## config.mk

```make
export PLATFORM = sky130hd
export DESIGN_NAME = range_partition_router
export DESIGN_NICKNAME = d
export VERILOG_FILES = /design/src/rpr_pkg.sv /design/src/range_partition_router.sv /design/src/rpr_ctrl.sv /design/src/rpr_datapath.sv
export SDC_FILE = /design/constraint.sdc
export NUM_CORES = 2
export LEC_CHECK = 0
export BUFFER_PORTS_ARGS = -buffer_cell sky130_fd_sc_hd__buf_2
export CAP_MARGIN = 0
export CELL_PAD_IN_SITES_DETAIL_PLACEMENT = 0
export CELL_PAD_IN_SITES_GLOBAL_PLACEMENT = 2
export CORE_ASPECT_RATIO = 0.9
export CORE_UTILIZATION = 45
export DETAILED_ROUTE_END_ITERATION = 8
export HOLD_SLACK_MARGIN = 0.08
export PLACE_DENSITY = 0.88
export SKIP_LAST_GASP = 1
export SLEW_MARGIN = 0
export SYNTH_ARGS = -nofsm -noshare
export SYNTH_HDL_FRONTEND = slang
export SYNTH_SLANG_ARGS = --single-unit
```

## constraint.sdc

```tcl
create_clock -name clk -period 10 [get_ports clk]
set_clock_uncertainty 0.1 [all_clocks]
set_input_delay 0.5 -clock clk [delete_from_list [all_inputs] [get_ports clk]]
set_output_delay 0.5 -clock clk [all_outputs]
set_load 0.02 [all_outputs]
```

## src/rpr_pkg.sv

```systemverilog
// ----------------------------------------------------------------------------
// rpr_pkg
// Shared codes, field widths and the command bundle passed from the
// controller to the datapath of the range partition router.
// ----------------------------------------------------------------------------
package rpr_pkg;

  localparam int unsigned IN_KEY_BITS    = 32;
  localparam int unsigned OUT_BOUND_BITS = 32;
  localparam int unsigned OUT_IDX_BITS   = 4;
  localparam int unsigned CFG_BITS       = 5;

  localparam logic CMD_LOOKUP = 1'b0;
  localparam logic CMD_INSERT = 1'b1;

  localparam logic STATUS_OK   = 1'b0;
  localparam logic STATUS_MISS = 1'b1;

  typedef struct packed {
    logic load_item;
    logic search;
    logic commit;
  } rpr_cmd_t;

endpackage

```

## src/range_partition_router.sv

```systemverilog
// ----------------------------------------------------------------------------
// range_partition_router
// Result: an item passes the search state, then the update state, where
// commit loads the result register unless a held result is stalled. A new
// item is taken only when idle or at commit (next search sees widened range).
// Reset: synchronous, active low; clears range count and bound-set flags,
// bound values are not reset. No clearing pass.
// ----------------------------------------------------------------------------
module range_partition_router import rpr_pkg::*; #(
  parameter int unsigned MAX_RANGES = 16,
  parameter int unsigned KEY_BITS   = 32
) (
  input  logic                      clk,
  input  logic                      rst_n,
  input  logic                      cfg_wr_en,
  input  logic [CFG_BITS-1:0]       cfg_wr_data,
  input  logic                      in_valid,
  output logic                      in_stall,
  input  logic                      in_cmd,
  input  logic [IN_KEY_BITS-1:0]    in_key,
  output logic                      out_valid,
  input  logic                      out_stall,
  output logic                      out_status,
  output logic [OUT_IDX_BITS-1:0]   out_range_index,
  output logic [OUT_BOUND_BITS-1:0] out_bound_low,
  output logic [OUT_BOUND_BITS-1:0] out_bound_high,
  output logic                      out_low_is_set,
  output logic                      out_high_is_set
);

  rpr_cmd_t cmd;

  rpr_ctrl u_ctrl (
    .clk       (clk),
    .rst_n     (rst_n),
    .in_valid  (in_valid),
    .in_stall  (in_stall),
    .out_valid (out_valid),
    .out_stall (out_stall),
    .cmd       (cmd)
  );

  rpr_datapath #(
    .MAX_RANGES (MAX_RANGES),
    .KEY_BITS   (KEY_BITS)
  ) u_datapath (
    .clk             (clk),
    .rst_n           (rst_n),
    .cmd             (cmd),
    .cfg_wr_en       (cfg_wr_en),
    .cfg_wr_data     (cfg_wr_data),
    .in_cmd          (in_cmd),
    .in_key          (in_key),
    .out_status      (out_status),
    .out_range_index (out_range_index),
    .out_bound_low   (out_bound_low),
    .out_bound_high  (out_bound_high),
    .out_low_is_set  (out_low_is_set),
    .out_high_is_set (out_high_is_set)
  );

  a_load_then_search: assert property (@(posedge clk) disable iff (!rst_n)
    cmd.load_item |=> cmd.search)
    else $error("accepted item not followed by search");

  a_search_stalls_input: assert property (@(posedge clk) disable iff (!rst_n)
    cmd.search |-> in_stall)
    else $error("input open during search");

  a_commit_gives_result: assert property (@(posedge clk) disable iff (!rst_n)
    cmd.commit |=> out_valid)
    else $error("commit without result");

  a_no_commit_over_held: assert property (@(posedge clk) disable iff (!rst_n)
    (out_valid && out_stall) |-> !cmd.commit)
    else $error("result overwritten while stalled");

endmodule

```

## src/rpr_ctrl.sv

```systemverilog
// ----------------------------------------------------------------------------
// rpr_ctrl
// Controller: sequences accept, search and commit of each item and owns the
// handshake on both channels.
// ----------------------------------------------------------------------------
module rpr_ctrl import rpr_pkg::*; (
  input  logic     clk,
  input  logic     rst_n,
  input  logic     in_valid,
  output logic     in_stall,
  output logic     out_valid,
  input  logic     out_stall,
  output rpr_cmd_t cmd
);

  typedef enum logic [1:0] {
    ST_IDLE,
    ST_SEARCH,
    ST_UPDATE
  } state_t;

  state_t state_r;
  state_t state_nxt;
  logic   out_valid_r;
  logic   out_valid_nxt;
  logic   commit;
  logic   take;

  assign commit = (state_r == ST_UPDATE) && !(out_valid_r && out_stall);
  assign in_stall = !((state_r == ST_IDLE) || commit);
  assign take = in_valid && !in_stall;

  always_comb begin
    cmd.load_item = take;
    cmd.search    = (state_r == ST_SEARCH);
    cmd.commit    = commit;
  end

  always_comb begin
    state_nxt = state_r;
    unique case (state_r)
      ST_IDLE: begin
        if (take) state_nxt = ST_SEARCH;
      end
      ST_SEARCH: begin
        state_nxt = ST_UPDATE;
      end
      ST_UPDATE: begin
        if (commit) state_nxt = take ? ST_SEARCH : ST_IDLE;
      end
      default: begin
        state_nxt = ST_IDLE;
      end
    endcase
  end

  always_comb begin
    priority if (commit) out_valid_nxt = 1'b1;
    else if (!out_stall) out_valid_nxt = 1'b0;
    else out_valid_nxt = out_valid_r;
  end

  always_ff @(posedge clk) begin
    if (!rst_n) begin
      state_r     <= ST_IDLE;
      out_valid_r <= 1'b0;
    end else begin
      state_r     <= state_nxt;
      out_valid_r <= out_valid_nxt;
    end
  end

  assign out_valid = out_valid_r;

endmodule

```

## src/rpr_datapath.sv

```systemverilog
// ----------------------------------------------------------------------------
// rpr_datapath
// Range table, parallel containment search, fallback choice, widening of the
// chosen range and the result register.
// ----------------------------------------------------------------------------
module rpr_datapath import rpr_pkg::*; #(
  parameter int unsigned MAX_RANGES = 16,
  parameter int unsigned KEY_BITS   = 32
) (
  input  logic                      clk,
  input  logic                      rst_n,
  input  rpr_cmd_t                  cmd,
  input  logic                      cfg_wr_en,
  input  logic [CFG_BITS-1:0]       cfg_wr_data,
  input  logic                      in_cmd,
  input  logic [IN_KEY_BITS-1:0]    in_key,
  output logic                      out_status,
  output logic [OUT_IDX_BITS-1:0]   out_range_index,
  output logic [OUT_BOUND_BITS-1:0] out_bound_low,
  output logic [OUT_BOUND_BITS-1:0] out_bound_high,
  output logic                      out_low_is_set,
  output logic                      out_high_is_set
);

  localparam int unsigned KW    = (KEY_BITS < IN_KEY_BITS) ? KEY_BITS : IN_KEY_BITS;
  localparam int unsigned IDX_W = (MAX_RANGES > 1) ? $clog2(MAX_RANGES) : 1;
  localparam int unsigned CNT_W = $clog2(MAX_RANGES + 1);

  logic [KW-1:0]         key_r;
  logic                  insert_r;
  logic [CNT_W-1:0]      count_r;
  logic [CNT_W-1:0]      cnt_new;
  logic [KW-1:0]         lo_bound_r [MAX_RANGES];
  logic [KW-1:0]         hi_bound_r [MAX_RANGES];
  logic [MAX_RANGES-1:0] lo_valid_r;
  logic [MAX_RANGES-1:0] hi_valid_r;

  logic [MAX_RANGES-1:0] hit_nxt;
  logic [MAX_RANGES-1:0] hit_r;
  logic                  below_r;
  logic                  above_r;
  logic                  fb_ok_r;
  logic [IDX_W-1:0]      last_idx;

  logic [IDX_W-1:0]      enc_idx;
  logic [IDX_W-1:0]      sel_idx;
  logic                  any_hit;
  logic                  found;
  logic [KW-1:0]         e_lb;
  logic [KW-1:0]         e_hb;
  logic                  e_lv;
  logic                  e_hv;
  logic [KW-1:0]         new_lb;
  logic [KW-1:0]         new_hb;
  logic                  new_lv;
  logic                  new_hv;
  logic                  lo_eq;
  logic                  hi_eq;
  logic                  wr_en;

  logic                      status_r;
  logic [OUT_IDX_BITS-1:0]   idx_out_r;
  logic [OUT_BOUND_BITS-1:0] lb_out_r;
  logic [OUT_BOUND_BITS-1:0] hb_out_r;
  logic                      lv_out_r;
  logic                      hv_out_r;

  always_comb begin
    if (int'(cfg_wr_data) > int'(MAX_RANGES)) cnt_new = CNT_W'(MAX_RANGES);
    else cnt_new = CNT_W'(cfg_wr_data);
  end

  assign last_idx = IDX_W'(count_r - CNT_W'(1));

  // hold the accepted item
  always_ff @(posedge clk) begin
    if (cmd.load_item) begin
      key_r    <= in_key[KW-1:0];
      insert_r <= (in_cmd == CMD_INSERT);
    end
  end

  always_comb begin
    for (int i = 0; i < int'(MAX_RANGES); i++) begin
      hit_nxt[i] = (i < int'(count_r)) &&
                   (!lo_valid_r[i] || !hi_valid_r[i] ||
                    ((lo_bound_r[i] <= key_r) && (key_r <= hi_bound_r[i])));
    end
  end

  always_ff @(posedge clk) begin
    if (cmd.search) begin
      hit_r   <= hit_nxt;
      below_r <= key_r < lo_bound_r[0];
      above_r <= key_r > hi_bound_r[last_idx];
      fb_ok_r <= insert_r && (count_r != '0);
    end
  end

  // lowest hit wins
  always_comb begin
    enc_idx = '0;
    for (int i = int'(MAX_RANGES) - 1; i >= 0; i--) begin
      if (hit_r[i]) enc_idx = IDX_W'(i);
    end
  end

  assign any_hit = |hit_r;
  assign found   = any_hit || (fb_ok_r && (below_r || above_r));

  always_comb begin
    priority if (any_hit) sel_idx = enc_idx;
    else if (below_r) sel_idx = '0;
    else sel_idx = last_idx;
  end

  assign e_lb  = lo_bound_r[sel_idx];
  assign e_hb  = hi_bound_r[sel_idx];
  assign e_lv  = lo_valid_r[sel_idx];
  assign e_hv  = hi_valid_r[sel_idx];
  assign lo_eq = e_lv && (e_lb == key_r);
  assign hi_eq = e_hv && (e_hb == key_r);

  always_comb begin
    new_lb = e_lb;
    new_hb = e_hb;
    new_lv = e_lv;
    new_hv = e_hv;
    if (insert_r && !(lo_eq || hi_eq)) begin
      priority if (!e_lv || (key_r < e_lb)) begin
        new_lb = key_r;
        new_lv = 1'b1;
      end else if (!e_hv || (key_r > e_hb)) begin
        new_hb = key_r;
        new_hv = 1'b1;
      end
    end
  end

  assign wr_en = cmd.commit && found && insert_r;

  always_ff @(posedge clk) begin
    if (wr_en) begin
      lo_bound_r[sel_idx] <= new_lb;
      hi_bound_r[sel_idx] <= new_hb;
    end
  end

  always_ff @(posedge clk) begin
    if (!rst_n) begin
      count_r    <= '0;
      lo_valid_r <= '0;
      hi_valid_r <= '0;
    end else begin
      if (cfg_wr_en) begin
        count_r <= cnt_new;
        for (int i = 0; i < int'(MAX_RANGES); i++) begin
          if (i >= int'(cnt_new)) begin
            lo_valid_r[i] <= 1'b0;
            hi_valid_r[i] <= 1'b0;
          end
        end
      end else if (wr_en) begin
        lo_valid_r[sel_idx] <= new_lv;
        hi_valid_r[sel_idx] <= new_hv;
      end
    end
  end

  always_ff @(posedge clk) begin
    if (cmd.commit) begin
      if (found) begin
        status_r  <= STATUS_OK;
        idx_out_r <= OUT_IDX_BITS'(sel_idx);
        lb_out_r  <= new_lv ? OUT_BOUND_BITS'(new_lb) : '0;
        hb_out_r  <= new_hv ? OUT_BOUND_BITS'(new_hb) : '0;
        lv_out_r  <= new_lv;
        hv_out_r  <= new_hv;
      end else begin
        status_r  <= STATUS_MISS;
        idx_out_r <= '0;
        lb_out_r  <= '0;
        hb_out_r  <= '0;
        lv_out_r  <= 1'b0;
        hv_out_r  <= 1'b0;
      end
    end
  end

  assign out_status      = status_r;
  assign out_range_index = idx_out_r;
  assign out_bound_low   = lb_out_r;
  assign out_bound_high  = hb_out_r;
  assign out_low_is_set  = lv_out_r;
  assign out_high_is_set = hv_out_r;

endmodule

```

==> results.ini <==
[status]
status=finished clean

[finish]
area_growth_syn_to_layout_pct=11.6
fill_cells=15290
finalNetCount=8196
layout_common_cells=edfxtp_1, ha_1, o21ai_0, mux2i_1, inv_1
drive_gt1_frac=0.108
finalNonFillerCells=9419
final_common_cell=edfxtp_1

[grt]
antenna_found_initial=10
grt_pass1_vias=57973
overflow=0
global_route.usage.total=0.340
grt_start_max_net_pins=151
grt_pass1_wl_mm=430

[yosys]
async_flop_share=0
yosys.cell_types.count=75
synth_area_sq_mm=0.0791
synth_edf_count=1147
synth_nets=7935
yosys_register_bits=1187
seq_area_frac_synth=0.445
yosys-top-cells-area=edfxtp_1, ha_1, mux2i_1
yosys.area.top_type=edfxtp_1
yosys_warnings=0
yosysTopAreaCellShare=0.435
synth_flop_cell=edfxtp_1
synth_area_per_cell_sq_um=11.7
syn_inst=6771

[floorplanning]
fp.dieW_um=444
core_area_sq_mm=0.174
io_pins=116
die-area_sq_mm=0.178
start_util=0.454
die_y_um=400
num_rows=145

[setup_path]
critPathSlowestCell=or2_2
worst_path_most_repeated_cell=mux2i_1
path_cells=nor4_1, nand4_1, or3_1, nand2_8, buf_4, mux2i_1, mux2i_1, mux2i_1, mux2_2, ha_1, a211o_1, o211ai_1, a21oi_1, o221ai_1, o211ai_1, nand3b_1, a211oi_1, nor3_2, or2_2, buf_4, nor2b_1
crit_fanout=89
critical_path_arrival_ns=9.30
slowest_delay_ns=1.03
required_ns=10.46
crit_path_start_kind=flop
path_class=flop to flop
cp-end-kind=flop

[power]
vdd_drop_max_v=0.000150
power.leakage_nw=37.2
cellPowerDensity_mw_per_mm2=145

[sta]
report.final.slew_viol_count=0
setup_tns_ns=0
max_freq_ghz=0.113
slew_headroom=0.0650
rsz0062_at_grt=no
min_period_ns=8.85
finalSetupViolCount=0
finalCritPeriodShare=0.885
tightest_slew_ns=1.40
hold_viol=0

[routing]
final_antenna_net_count=0
wire_per_inst_um=32.5
vias_per_cell=6.46
drc_errors=0
drt_pass1_iterations=6
routed_wl_mm=306
vias=60887
drt-initial-drc-count=8092

[cts]
clk_pin_slew_ns=0.06
root_buffer=clkbuf_16
clockBufferDepth=3
post-cts-setup-buffers=0
numCtsBuffers=139
cts_tree=built
htreeDepth=4
cts_sinks=1187
clk_latency_ns=0.82

[run]
cap_viol_max_count=0

[hold_path]
hold_class=input port to flop

[placement]
hpwl_mm=219
numPortBuffers=115
gp_congestion=0.983
dp_cells=9132

==> synth_stat cells, types with 34 or more instances <==
| cell type | n |
|---|---|
| edfxtp_1 | 1147 |
| ha_1 | 1121 |
| o21ai_0 | 707 |
| mux2i_1 | 705 |
| inv_1 | 626 |
| a21oi_1 | 342 |
| nand4_1 | 241 |
| nor2b_1 | 206 |
| a21o_1 | 197 |
| nand2_1 | 182 |
| mux4_2 | 160 |
| nor2_1 | 149 |
| clkbuf_1 | 138 |
| o21a_1 | 107 |
| nand2b_1 | 85 |
| nor3_1 | 80 |
| nand3_1 | 70 |
| o211ai_1 | 50 |
| buf_2 | 49 |
| dfxtp_1 | 40 |
| and2_1 | 35 |
| mux2_2 | 35 |
| a211oi_1 | 34 |
==> routing by layer <==
layer,GRT usage,share of wire
met4,0.124,0.039
met1,0.489,0.43
met2,0.488,0.41
met3,0.0894,0.12
met5,0,0.00031
==> metrics by stage <==
| stage | worst slack, ns | util | hold slack [ns] | power, mW | cell area [sq um] |
|---|---|---|---|---|---|
| after floorplan | 1.73 | - | 0.378 | 6.90 | 79100 |
| after global placement | 1.50 | 0.479 | 0.408 | 7.62 | 83400 |
| after detailed placement | 1.49 | 0.479 | 0.433 | 7.65 | 83400 |
| after CTS | 1.44 | 0.507 | 0.120 | 12.8 | 88300 |
| after global routing | 0.969 | 0.507 | 0.166 | 13.1 | 88300 |
| final | 1.15 | 0.507 | 0.185 | 12.8 | 88300 |
==> cells by family after synthesis <==
| family | share of synthesized area |
|---|---|
| AOI/OAI and AO/OA | 0.117 |
| muxes | 0.140 |
| buffers and inverters | 0.0436 |
| DFF | 0.445 |
| xor gates and xnor gates | 0.000221 |
| and+or+nand+nor | 0.0765 |
| adders and majority gates | 0.177 |
==> layout make-up <==
type / instances / area [sq um] / share of cell area
Multi-Input combinational cell: 4718 / 40700 / 0.461
Sequential cell: 1187 / 35200 / 0.399
Clock buffer: 166 / 3670 / 0.0416
Tap cell: 2278 / 2850 / 0.0323
Timing Repair Buffer: 359 / 2650 / 0.0300
Inverter: 627 / 2350 / 0.0266
Clock inverter: 80 / 836 / 0.00946
Antenna cell: 4 / 10.0 / 0.000113
==> sequential cells by signal (all words and copies together), names as in the netlist, 2 cells and up <==
name                        count
u_ctrl.state_r                  2
u_datapath.out_range_index      4
u_datapath.key_r               32
u_datapath.hi_valid_r          16
u_datapath.lo_valid_r          16
u_datapath.hi_bound_r         512
u_datapath.out_bound_low       32
u_datapath.count_r              5
u_datapath.hit_r               16
u_datapath.lo_bound_r         512
u_datapath.out_bound_high      32
==> timing repair <==
item                                   4_1_cts  5_1_grt
gates resized for setup                      0        0
endpoints found under the hold margin       40        0
hold buffers                                37        0
==> worst max-delay path: cells and delay by family (launching register included) <==
family          cells  cell delay (ns)
buf+inv             2             0.84
simple gates        8             4.55
fa+ha+maj           1             0.29
compound gates      6             1.50
mux                 4             0.73
flops               1             0.43
==> power breakdown <==
part           internal (mW)  switching, mW  total (mW)  leakage, nW
combinational          0.706           1.31        2.01         24.3
sequential              5.59         0.0193        5.61         10.7
clock                   2.95           2.24        5.19         2.19
==> final timing paths <==
| kind | slack, ns | cells past startpoint | to | startpoint |
|---|---|---|---|---|
| max | 1.15 | 21 | u_datapath.out_bound_high[9] | u_datapath.hit_r[12] |
| max reg2reg | 1.15 | 21 | u_datapath.out_bound_high[9] | u_datapath.hit_r[12] |
| min | 0.18 | 4 | u_datapath.count_r[0] | cfg_wr_data[0] |
| min reg2reg | 0.45 | 2 | u_ctrl.out_valid | u_ctrl.out_valid |
Power figures use the tool's default switching activity.
